## src/mse_pkg.sv

```systemverilog
`timescale 1ns / 1ps
// ----------------------------------------------------------------------------
// mse_pkg: shared types and constants for the MIPS subset execute block
// Opcode and function codes, decoded-op structure and sizes.
// ----------------------------------------------------------------------------
package mse_pkg;

  localparam int DATA_WORDS = 1024;
  localparam int MEM_AW     = $clog2(DATA_WORDS);

  localparam logic [31:0] START_RST = 32'h0040_0000;
  localparam logic [31:0] STACK_RST = 32'd1023;

  localparam logic CFG_START = 1'b0;
  localparam logic CFG_STACK = 1'b1;

  // opcodes
  localparam logic [5:0] OP_RTYPE = 6'h00;
  localparam logic [5:0] OP_J     = 6'h02;
  localparam logic [5:0] OP_JAL   = 6'h03;
  localparam logic [5:0] OP_BEQ   = 6'h04;
  localparam logic [5:0] OP_BNE   = 6'h05;
  localparam logic [5:0] OP_ADDI  = 6'h08;
  localparam logic [5:0] OP_ADDIU = 6'h09;
  localparam logic [5:0] OP_SLTI  = 6'h0A;
  localparam logic [5:0] OP_SLTIU = 6'h0B;
  localparam logic [5:0] OP_ANDI  = 6'h0C;
  localparam logic [5:0] OP_ORI   = 6'h0D;
  localparam logic [5:0] OP_LUI   = 6'h0F;
  localparam logic [5:0] OP_LW    = 6'h23;
  localparam logic [5:0] OP_SW    = 6'h2B;

  // function codes
  localparam logic [5:0] FN_SLL  = 6'h00;
  localparam logic [5:0] FN_SRL  = 6'h02;
  localparam logic [5:0] FN_JR   = 6'h08;
  localparam logic [5:0] FN_ADD  = 6'h20;
  localparam logic [5:0] FN_ADDU = 6'h21;
  localparam logic [5:0] FN_SUB  = 6'h22;
  localparam logic [5:0] FN_SUBU = 6'h23;
  localparam logic [5:0] FN_AND  = 6'h24;
  localparam logic [5:0] FN_OR   = 6'h25;
  localparam logic [5:0] FN_NOR  = 6'h27;
  localparam logic [5:0] FN_SLT  = 6'h2A;
  localparam logic [5:0] FN_SLTU = 6'h2B;

  // ALU / class codes
  localparam logic [3:0] K_ADD  = 4'd0;
  localparam logic [3:0] K_SUB  = 4'd1;
  localparam logic [3:0] K_AND  = 4'd2;
  localparam logic [3:0] K_OR   = 4'd3;
  localparam logic [3:0] K_NOR  = 4'd4;
  localparam logic [3:0] K_SLT  = 4'd5;
  localparam logic [3:0] K_SLTU = 4'd6;
  localparam logic [3:0] K_SLL  = 4'd7;
  localparam logic [3:0] K_SRL  = 4'd8;
  localparam logic [3:0] K_LUI  = 4'd9;
  localparam logic [3:0] K_JR   = 4'd10;
  localparam logic [3:0] K_BR   = 4'd11;
  localparam logic [3:0] K_JMP  = 4'd12;
  localparam logic [3:0] K_LW   = 4'd13;
  localparam logic [3:0] K_SW   = 4'd14;
  localparam logic [3:0] K_UNK  = 4'd15;

  typedef struct packed {
    logic [3:0]  kind;
    logic        use_imm;   // second operand is the immediate
    logic        br_eq;     // beq (else bne)
    logic        link;      // jal
    logic [4:0]  rs;
    logic [4:0]  rt;
    logic [4:0]  dst;
    logic [4:0]  sh;
    logic [31:0] imm;       // already extended
    logic [25:0] target;
  } dec_t;

endpackage

```

## src/mse_decode.sv

```systemverilog
`timescale 1ns / 1ps
// ----------------------------------------------------------------------------
// mse_decode: instruction classifier
// Pure decode of one instruction word into a dec_t record.
// ----------------------------------------------------------------------------
module mse_decode
  import mse_pkg::*;
(
  input  logic [31:0] instr,
  output dec_t        dec
);

  logic [5:0]  op;
  logic [5:0]  fn;
  logic [31:0] simm;
  logic [31:0] zimm;

  assign op   = instr[31:26];
  assign fn   = instr[5:0];
  assign simm = {{16{instr[15]}}, instr[15:0]};
  assign zimm = {16'd0, instr[15:0]};

  // field split and class selection
  always_comb begin
    dec         = '0;
    dec.rs      = instr[25:21];
    dec.rt      = instr[20:16];
    dec.sh      = instr[10:6];
    dec.target  = instr[25:0];
    dec.imm     = simm;
    dec.dst     = instr[20:16];
    dec.use_imm = 1'b1;
    dec.kind    = K_UNK;
    unique case (op)
      OP_RTYPE: begin
        dec.use_imm = 1'b0;
        dec.dst     = instr[15:11];
        unique case (fn)
          FN_ADD, FN_ADDU: dec.kind = K_ADD;
          FN_SUB, FN_SUBU: dec.kind = K_SUB;
          FN_AND:          dec.kind = K_AND;
          FN_OR:           dec.kind = K_OR;
          FN_NOR:          dec.kind = K_NOR;
          FN_SLT:          dec.kind = K_SLT;
          FN_SLTU:         dec.kind = K_SLTU;
          FN_SLL:          dec.kind = K_SLL;
          FN_SRL:          dec.kind = K_SRL;
          FN_JR:           dec.kind = K_JR;
          default:         dec.kind = K_UNK;
        endcase
      end
      OP_ADDI, OP_ADDIU: dec.kind = K_ADD;
      OP_SLTI:           dec.kind = K_SLT;
      OP_SLTIU:          dec.kind = K_SLTU;
      OP_ANDI: begin
        dec.kind = K_AND;
        dec.imm  = zimm;
      end
      OP_ORI: begin
        dec.kind = K_OR;
        dec.imm  = zimm;
      end
      OP_LUI: begin
        dec.kind = K_LUI;
        dec.imm  = {instr[15:0], 16'd0};
      end
      OP_BEQ, OP_BNE: begin
        dec.kind    = K_BR;
        dec.use_imm = 1'b0;
        dec.br_eq   = (op == OP_BEQ);
      end
      OP_J, OP_JAL: begin
        dec.kind = K_JMP;
        dec.link = (op == OP_JAL);
        dec.dst  = 5'd31;
      end
      OP_LW: dec.kind = K_LW;
      OP_SW: dec.kind = K_SW;
      default: dec.kind = K_UNK;
    endcase
  end

endmodule

```

## src/mse_front.sv

```systemverilog
`timescale 1ns / 1ps
// ----------------------------------------------------------------------------
// mse_front: input stage and decoded-op queue
// Accepts instruction transactions, decodes them and holds them in a
// two-entry queue for the execute stage.
// ----------------------------------------------------------------------------
module mse_front
  import mse_pkg::*;
(
  input  logic        clk,
  input  logic        rst_n,
  input  logic        in_tvalid,
  output logic        in_tready,
  input  logic [31:0] in_tdata,
  output logic        q_valid,
  input  logic        q_ready,
  output dec_t        q_dec
);

  dec_t       dec;
  dec_t       slot_r [2];
  logic       rd_ptr_r, rd_ptr_nxt;
  logic       wr_ptr_r, wr_ptr_nxt;
  logic [1:0] cnt_r, cnt_nxt;
  logic       push, pop;

  mse_decode u_dec (
    .instr (in_tdata),
    .dec   (dec)
  );

  assign in_tready = (cnt_r != 2'd2);
  assign q_valid   = (cnt_r != 2'd0);
  assign q_dec     = slot_r[rd_ptr_r];
  assign push      = in_tvalid && in_tready;
  assign pop       = q_valid && q_ready;

  // pointer and count update
  always_comb begin
    rd_ptr_nxt = rd_ptr_r ^ pop;
    wr_ptr_nxt = wr_ptr_r ^ push;
    cnt_nxt    = cnt_r + {1'b0, push} - {1'b0, pop};
  end

  always_ff @(posedge clk) begin
    if (!rst_n) begin
      rd_ptr_r <= 1'b0;
      wr_ptr_r <= 1'b0;
      cnt_r    <= 2'd0;
    end else begin
      rd_ptr_r <= rd_ptr_nxt;
      wr_ptr_r <= wr_ptr_nxt;
      cnt_r    <= cnt_nxt;
    end
  end

  // queue storage
  always_ff @(posedge clk) begin
    if (push) begin
      slot_r[wr_ptr_r] <= dec;
    end
  end

endmodule

```

## config.mk

```make
export PLATFORM = sky130hd
export DESIGN_NAME = mse_front
export DESIGN_NICKNAME = d
export VERILOG_FILES = /design/src/mse_pkg.sv /design/src/mse_decode.sv /design/src/mse_front.sv
export SDC_FILE = /design/constraint.sdc
export NUM_CORES = 1
export LEC_CHECK = 0
export BUFFER_PORTS_ARGS = -buffer_cell sky130_fd_sc_hd__buf_2
export CAP_MARGIN = 20
export CORE_MARGIN = 1
export CORE_UTILIZATION = 54
export DETAILED_ROUTE_END_ITERATION = 10
export GPL_TIMING_DRIVEN = 0
export PLACE_DENSITY = 0.91
export SLEW_MARGIN = 10
export SYNTH_ARGS = -nofsm -noshare
export SYNTH_HDL_FRONTEND = slang
export SYNTH_SLANG_ARGS = --single-unit
```

## constraint.sdc

```tcl
create_clock -name clk -period 3.3 [get_ports clk]
set_input_delay 0.495 -clock clk [delete_from_list [all_inputs] [get_ports clk]]
set_output_delay 0.495 -clock clk [all_outputs]
set_load 0.02 [all_outputs]
```

Word-level counts from Yosys, hierarchy flattened
Memories as Yosys holds them, arrays and structs flattened. A register that Yosys moved wholly into a read port is not among the register bits.
Index checks and enable logic that the tools add are counted.
- register bits after elaboration: 4
- latch bits: 0
- bits in writable memories: 170
- bits in read-only memories: 0
- memories kept: 1
- add/subtract/negate cells: 2
- multiply operators: 0
- divide/modulo/power cells: 0
- magnitude comparators: 0
- equal/unequal tests: 25
- shift-type cells: 0
- muxes and demuxes: 10
- bitwise logic cells: 2
- reduce and logical (&&, ||, !) cells: 12
- memory list (memory ; depth ; width ; read ports ; clocked after memory_dff ; write ports ; RTL line ; text):
    slot_r ; 2 ; 85 ; 1 ; 1 ; 1 ; mse_front.sv:21 ; dec_t slot_r [2];
- operators by type and width (cell ; number):
    equality test 6 bit, second input constant ; 11
    case mux 32 bit (2 select lines) ; 1
    equality test 6 x 4 -> 1 bit, second input constant ; 8
    case mux 4 bit (11 select lines) ; 1
    case mux 4 bit (10 select lines) ; 1
    equality test 6 x 2 -> 1 bit, second input constant ; 3
    equality test 6 x 3 -> 1 bit, second input constant ; 2
    logical NOT 6 bit ; 2
    OR reduction 2 bit ; 6
    case mux 5 bit (2 select lines) ; 1
    2-to-1 mux 1 bit ; 6
    OR reduction 3 bit ; 1
    adder 2 x 1 -> 2 bit ; 1
    logical AND 1 bit ; 2
    != test 2 bit, second input constant ; 1
    nonzero test 2 bit ; 1
    subtractor 2 x 1 -> 2 bit ; 1
    bitwise XOR 1 bit ; 2

Depth between registers and ports, before layout
- depth after elaboration: 4
- mapped depth: 8

Modules after synthesis
From an unflattened synthesis, not the netlist that was laid out.
- cell total of the unflattened synthesis: 457
- area total of the unflattened synthesis: 7434.6 um^2
- modules (own cells, without submodules) (module ; times used ; cells an instance ; area each (um^2) ; seq. area each (um^2)):
    mse_front ; 1 ; 293 ; 6403.6 ; 5205.0
    mse_decode ; 1 ; 164 ; 1031.0 ; 0.0

Worst setup path after synthesis
No wires, ideal clock.
- path kind: register to register
- start point: register cnt_r[0]
- end point: memory slot_r[1][0] in the netlist's numbering, enable pin
- setup time: 0.436 ns
- data arrival time: 2.427 ns
- path slack: 0.437 ns
- cell stages (with the launch flop): 5
- period minus slack after synthesis: 2.863 ns
- cell sequence: dfxtp_1 > nand2b_1 > nand2_1 > inv_1 > ha_1
- cells in the longest elaborated chain, start to end: 4
- RTL lines (element ; RTL line ; text):
    from (decl) ; mse_front.sv:24 ; logic [1:0] cnt_r, cnt_nxt;
    from (signal assigned) ; mse_front.sv:53 ; cnt_r <= cnt_nxt;
    != test 2 bit ; mse_front.sv:32 ; assign in_tready = (cnt_r != 2'd2);
    named net in_tready ; mse_front.sv:13 ; output logic in_tready,
    logical AND 1 bit ; mse_front.sv:35 ; assign push = in_tvalid && in_tready;
    2-to-1 mux 1 bit ; mse_front.sv:59 ; if (push) begin
    2-to-1 mux 1 bit (implied by the code) ; mse_front.sv:60 ; slot_r[wr_ptr_r] <= dec;
    to (decl) ; mse_front.sv:21 ;
The timed path passes the listed nets, and every way through them passes these cells.

==> out/summary.txt <==
Status: finished, final reports clean
# diodes: 0
GR Util met1: 26.2%
Root Buffer: clkbuf_8
Most frequent cells in the layout: 140 x edfxtp_1, 121 x buf_2, 70 x mux2_2
Drt pass-1 iters: 6
Grt total ovfl: 0
Worst EP required: 2800 ps
Worst-skew pair later-pin latency: 520 ps
Ys async rst share: 0%
Fin Hold WS: 174 ps
Top cell type by total area after synthesis: edfxtp_1
Post-synth EDFFs: 140
Worst slew pin tran: 800 ps
H-tree levels: 4
Die Width: 108 um
DR DRC count: 0
Post-CTS Setup Bufs: 0
CP Capture Type: primary output
Fin crit period: 2890 ps
Relative slew slack: 46.7%
Core Util, Final: 68.9%
Dpl ws: 924 ps
Worst Setup Start Kind: register
Met3 Resource Use GR: 5.30%
Rows: 38
Crit Path Max Fanout: 10
Fin. Hold Viols: 0
TritonCTS Buffers: 17
Met2 global-route usage: 37.9%
Critical path class: reg -> out
Routability cong.: 0.883
Max clock buf depth: 2
Antenna violations before repair: 0
CTS tree: built
Average size of a mapped cell: 16.6 um2
Synthesized instance count: 367
Placed insts: 630
Total track usage: 21.8%
VDD IR max: 0.441 mV
Reg clk slew, reported paths: 60 ps
Die area: 11,700 um2
Io pins: 123
Overall routed net length: 12,100 um
Max Clk Rate: 346 MHz
Core box area: 10,900 um2
Layout Skew: 4.06 ps
Initial core utilization: 55.8%
Main synth FF type: edfxtp_1
Synth top area cells: edfxtp_1 69%, mux2_2 13%, a21o_1 1.9%, buf_4 1.9%, nor2b_1 1.8%
Routed Antenna Nets: 0
DR vias: 3,626
Die height: 108 um
DR WL/cell: 18.2 um
Power per cell area: 796 nW/um2
Layout Nets: 549
Worst setup margin: 407 ps
YS warnings: 0
Sequential fraction of the synthesis area: 70.8%
Clock sink count: 145
Largest net degree at the start of global routing: 48
PortBufs: 121
Most common cell after layout, fill and taps aside: edfxtp_1
Hold WC Path Type: in -> reg
Final Setup Violations: 0
Iteration-0 DRC Markers: 234
Cells resized by post-CTS repair: 0
Hold_buf cts: 0
Synth-to-Final Area Change: 23.5%
Syn nets: 407
GRT Max-Usage Layer: met2
Max-cap violation count: 0
Max Slew Vio Count: 0
DP Wirelength: 7930 um
Arrival @ worst endpoint: 2400 ps
RSZ-0062 raised after global routing: no
Vias in the first global route: 3,711
Finished Layout Cells: 662
Synth top area share: 69.2%
Synth cell types: 44
Synthesized area: 6080 um2
Period utilisation layout: 87.7%
Seq cells post-synth: 145
Vias per Instance: 5.48
Share of cells above drive strength 1: 47.1%
LEAKAGE: 0.00283 uW
First-pass GRT wire length: 18,400 um
[power breakdown]
group	switching, uW	internal, uW	leakage [uW]
Clock	689	1140	0.000273
Combinational	1040	699	0.00122
Sequential	65.4	2330	0.00134
Total	1800	4170	0.00283
[cell usage after synthesis (2+ instances only)]
| cell | n |
|---|---|
| clkbuf_1 | 17 |
| o32ai_1 | 2 |
| dfxtp_1 | 5 |
| and3_1 | 2 |
| o22a_1 | 4 |
| mux2_2 | 70 |
| a2111oi_0 | 2 |
| nand2b_1 | 2 |
| nor3_1 | 3 |
| nor2_1 | 9 |
| xnor2_1 | 3 |
| nor2b_1 | 17 |
| ha_1 | 4 |
| buf_4 | 15 |
| o21ai_0 | 4 |
| nand2_1 | 4 |
| nand3_1 | 4 |
| a21oi_1 | 6 |
| edfxtp_1 | 140 |
| o211ai_1 | 2 |
| buf_6 | 3 |
| a22oi_1 | 2 |
| nor3b_1 | 2 |
| and2_1 | 4 |
| inv_1 | 8 |
| a21o_1 | 15 |
[area by class of cell]
type | count | area [um2]
Sequential cell | 145 | 4300
Fill cell | 753 | 3380
Multi-Input combinational cell | 178 | 1550
Timing Repair Buffer | 123 | 661
Clock buffer | 20 | 425
Buffer | 36 | 215
Tap cell | 140 | 175
Clock inverter | 12 | 141
Inverter | 8 | 30.0
[state kept, by name, summed over array words and instances (netlist names), named ones only]
name	flops
cnt_r	2
rd_ptr_r	1
slot_r	140
wr_ptr_r	1
[worst paths after layout]
check        slack, ps    startpoint  cells past startpoint       endpoint
max reg2reg       1420      cnt_r[1]                      8       cnt_r[1]
min                170  in_tdata[25]                      1  slot_r[0][77]
min reg2reg        570      rd_ptr_r                      2       rd_ptr_r
max                410      register                      5      q_dec[59]
[worst max-delay path, cell delays in order, from the launching register on]
cell	delay (ps)
dfxtp_1	330
clkbuf_1	240
clkbuf_1	600
mux2_2	420
buf_4	130
buf_2	150
[routing by layer]
metal  vias up  wire length, um  part of all wire, %
met4         0              184                  1.5
met3        25              608                  5.0
met1      1780             4920                   41
li1       1677                -                    -
met2       144             6360                   53
met5         -                0                    0
[through the flow]
step | cell area [um2] | TNS (ps) | total power [uW]
global placement | 6860 | -49100 | 4110
floorplan | 6080 | 0 | 3620
CTS | 7500 | 0 | 6020
detailed placement | 6940 | 0 | 4190
global route | 7500 | 0 | 6230
finish | 7500 | 0 | 5970
[logic make-up after synthesis]
| family | Yosys count | synth area share (%) |
|---|---|---|
| flip-flops | 145 | 70.8 |
| AND/OR/NAND/NOR | 57 | 5.56 |
| multiplexers | 70 | 13.0 |
| AO/OA/AOI/OAI | 44 | 5.33 |
| buffers and inverters | 44 | 4.04 |
| XOR/XNOR | 3 | 0.433 |
| adder cells (fa/ha/maj) | 4 | 0.824 |
(Power assumes the default switching activity.)
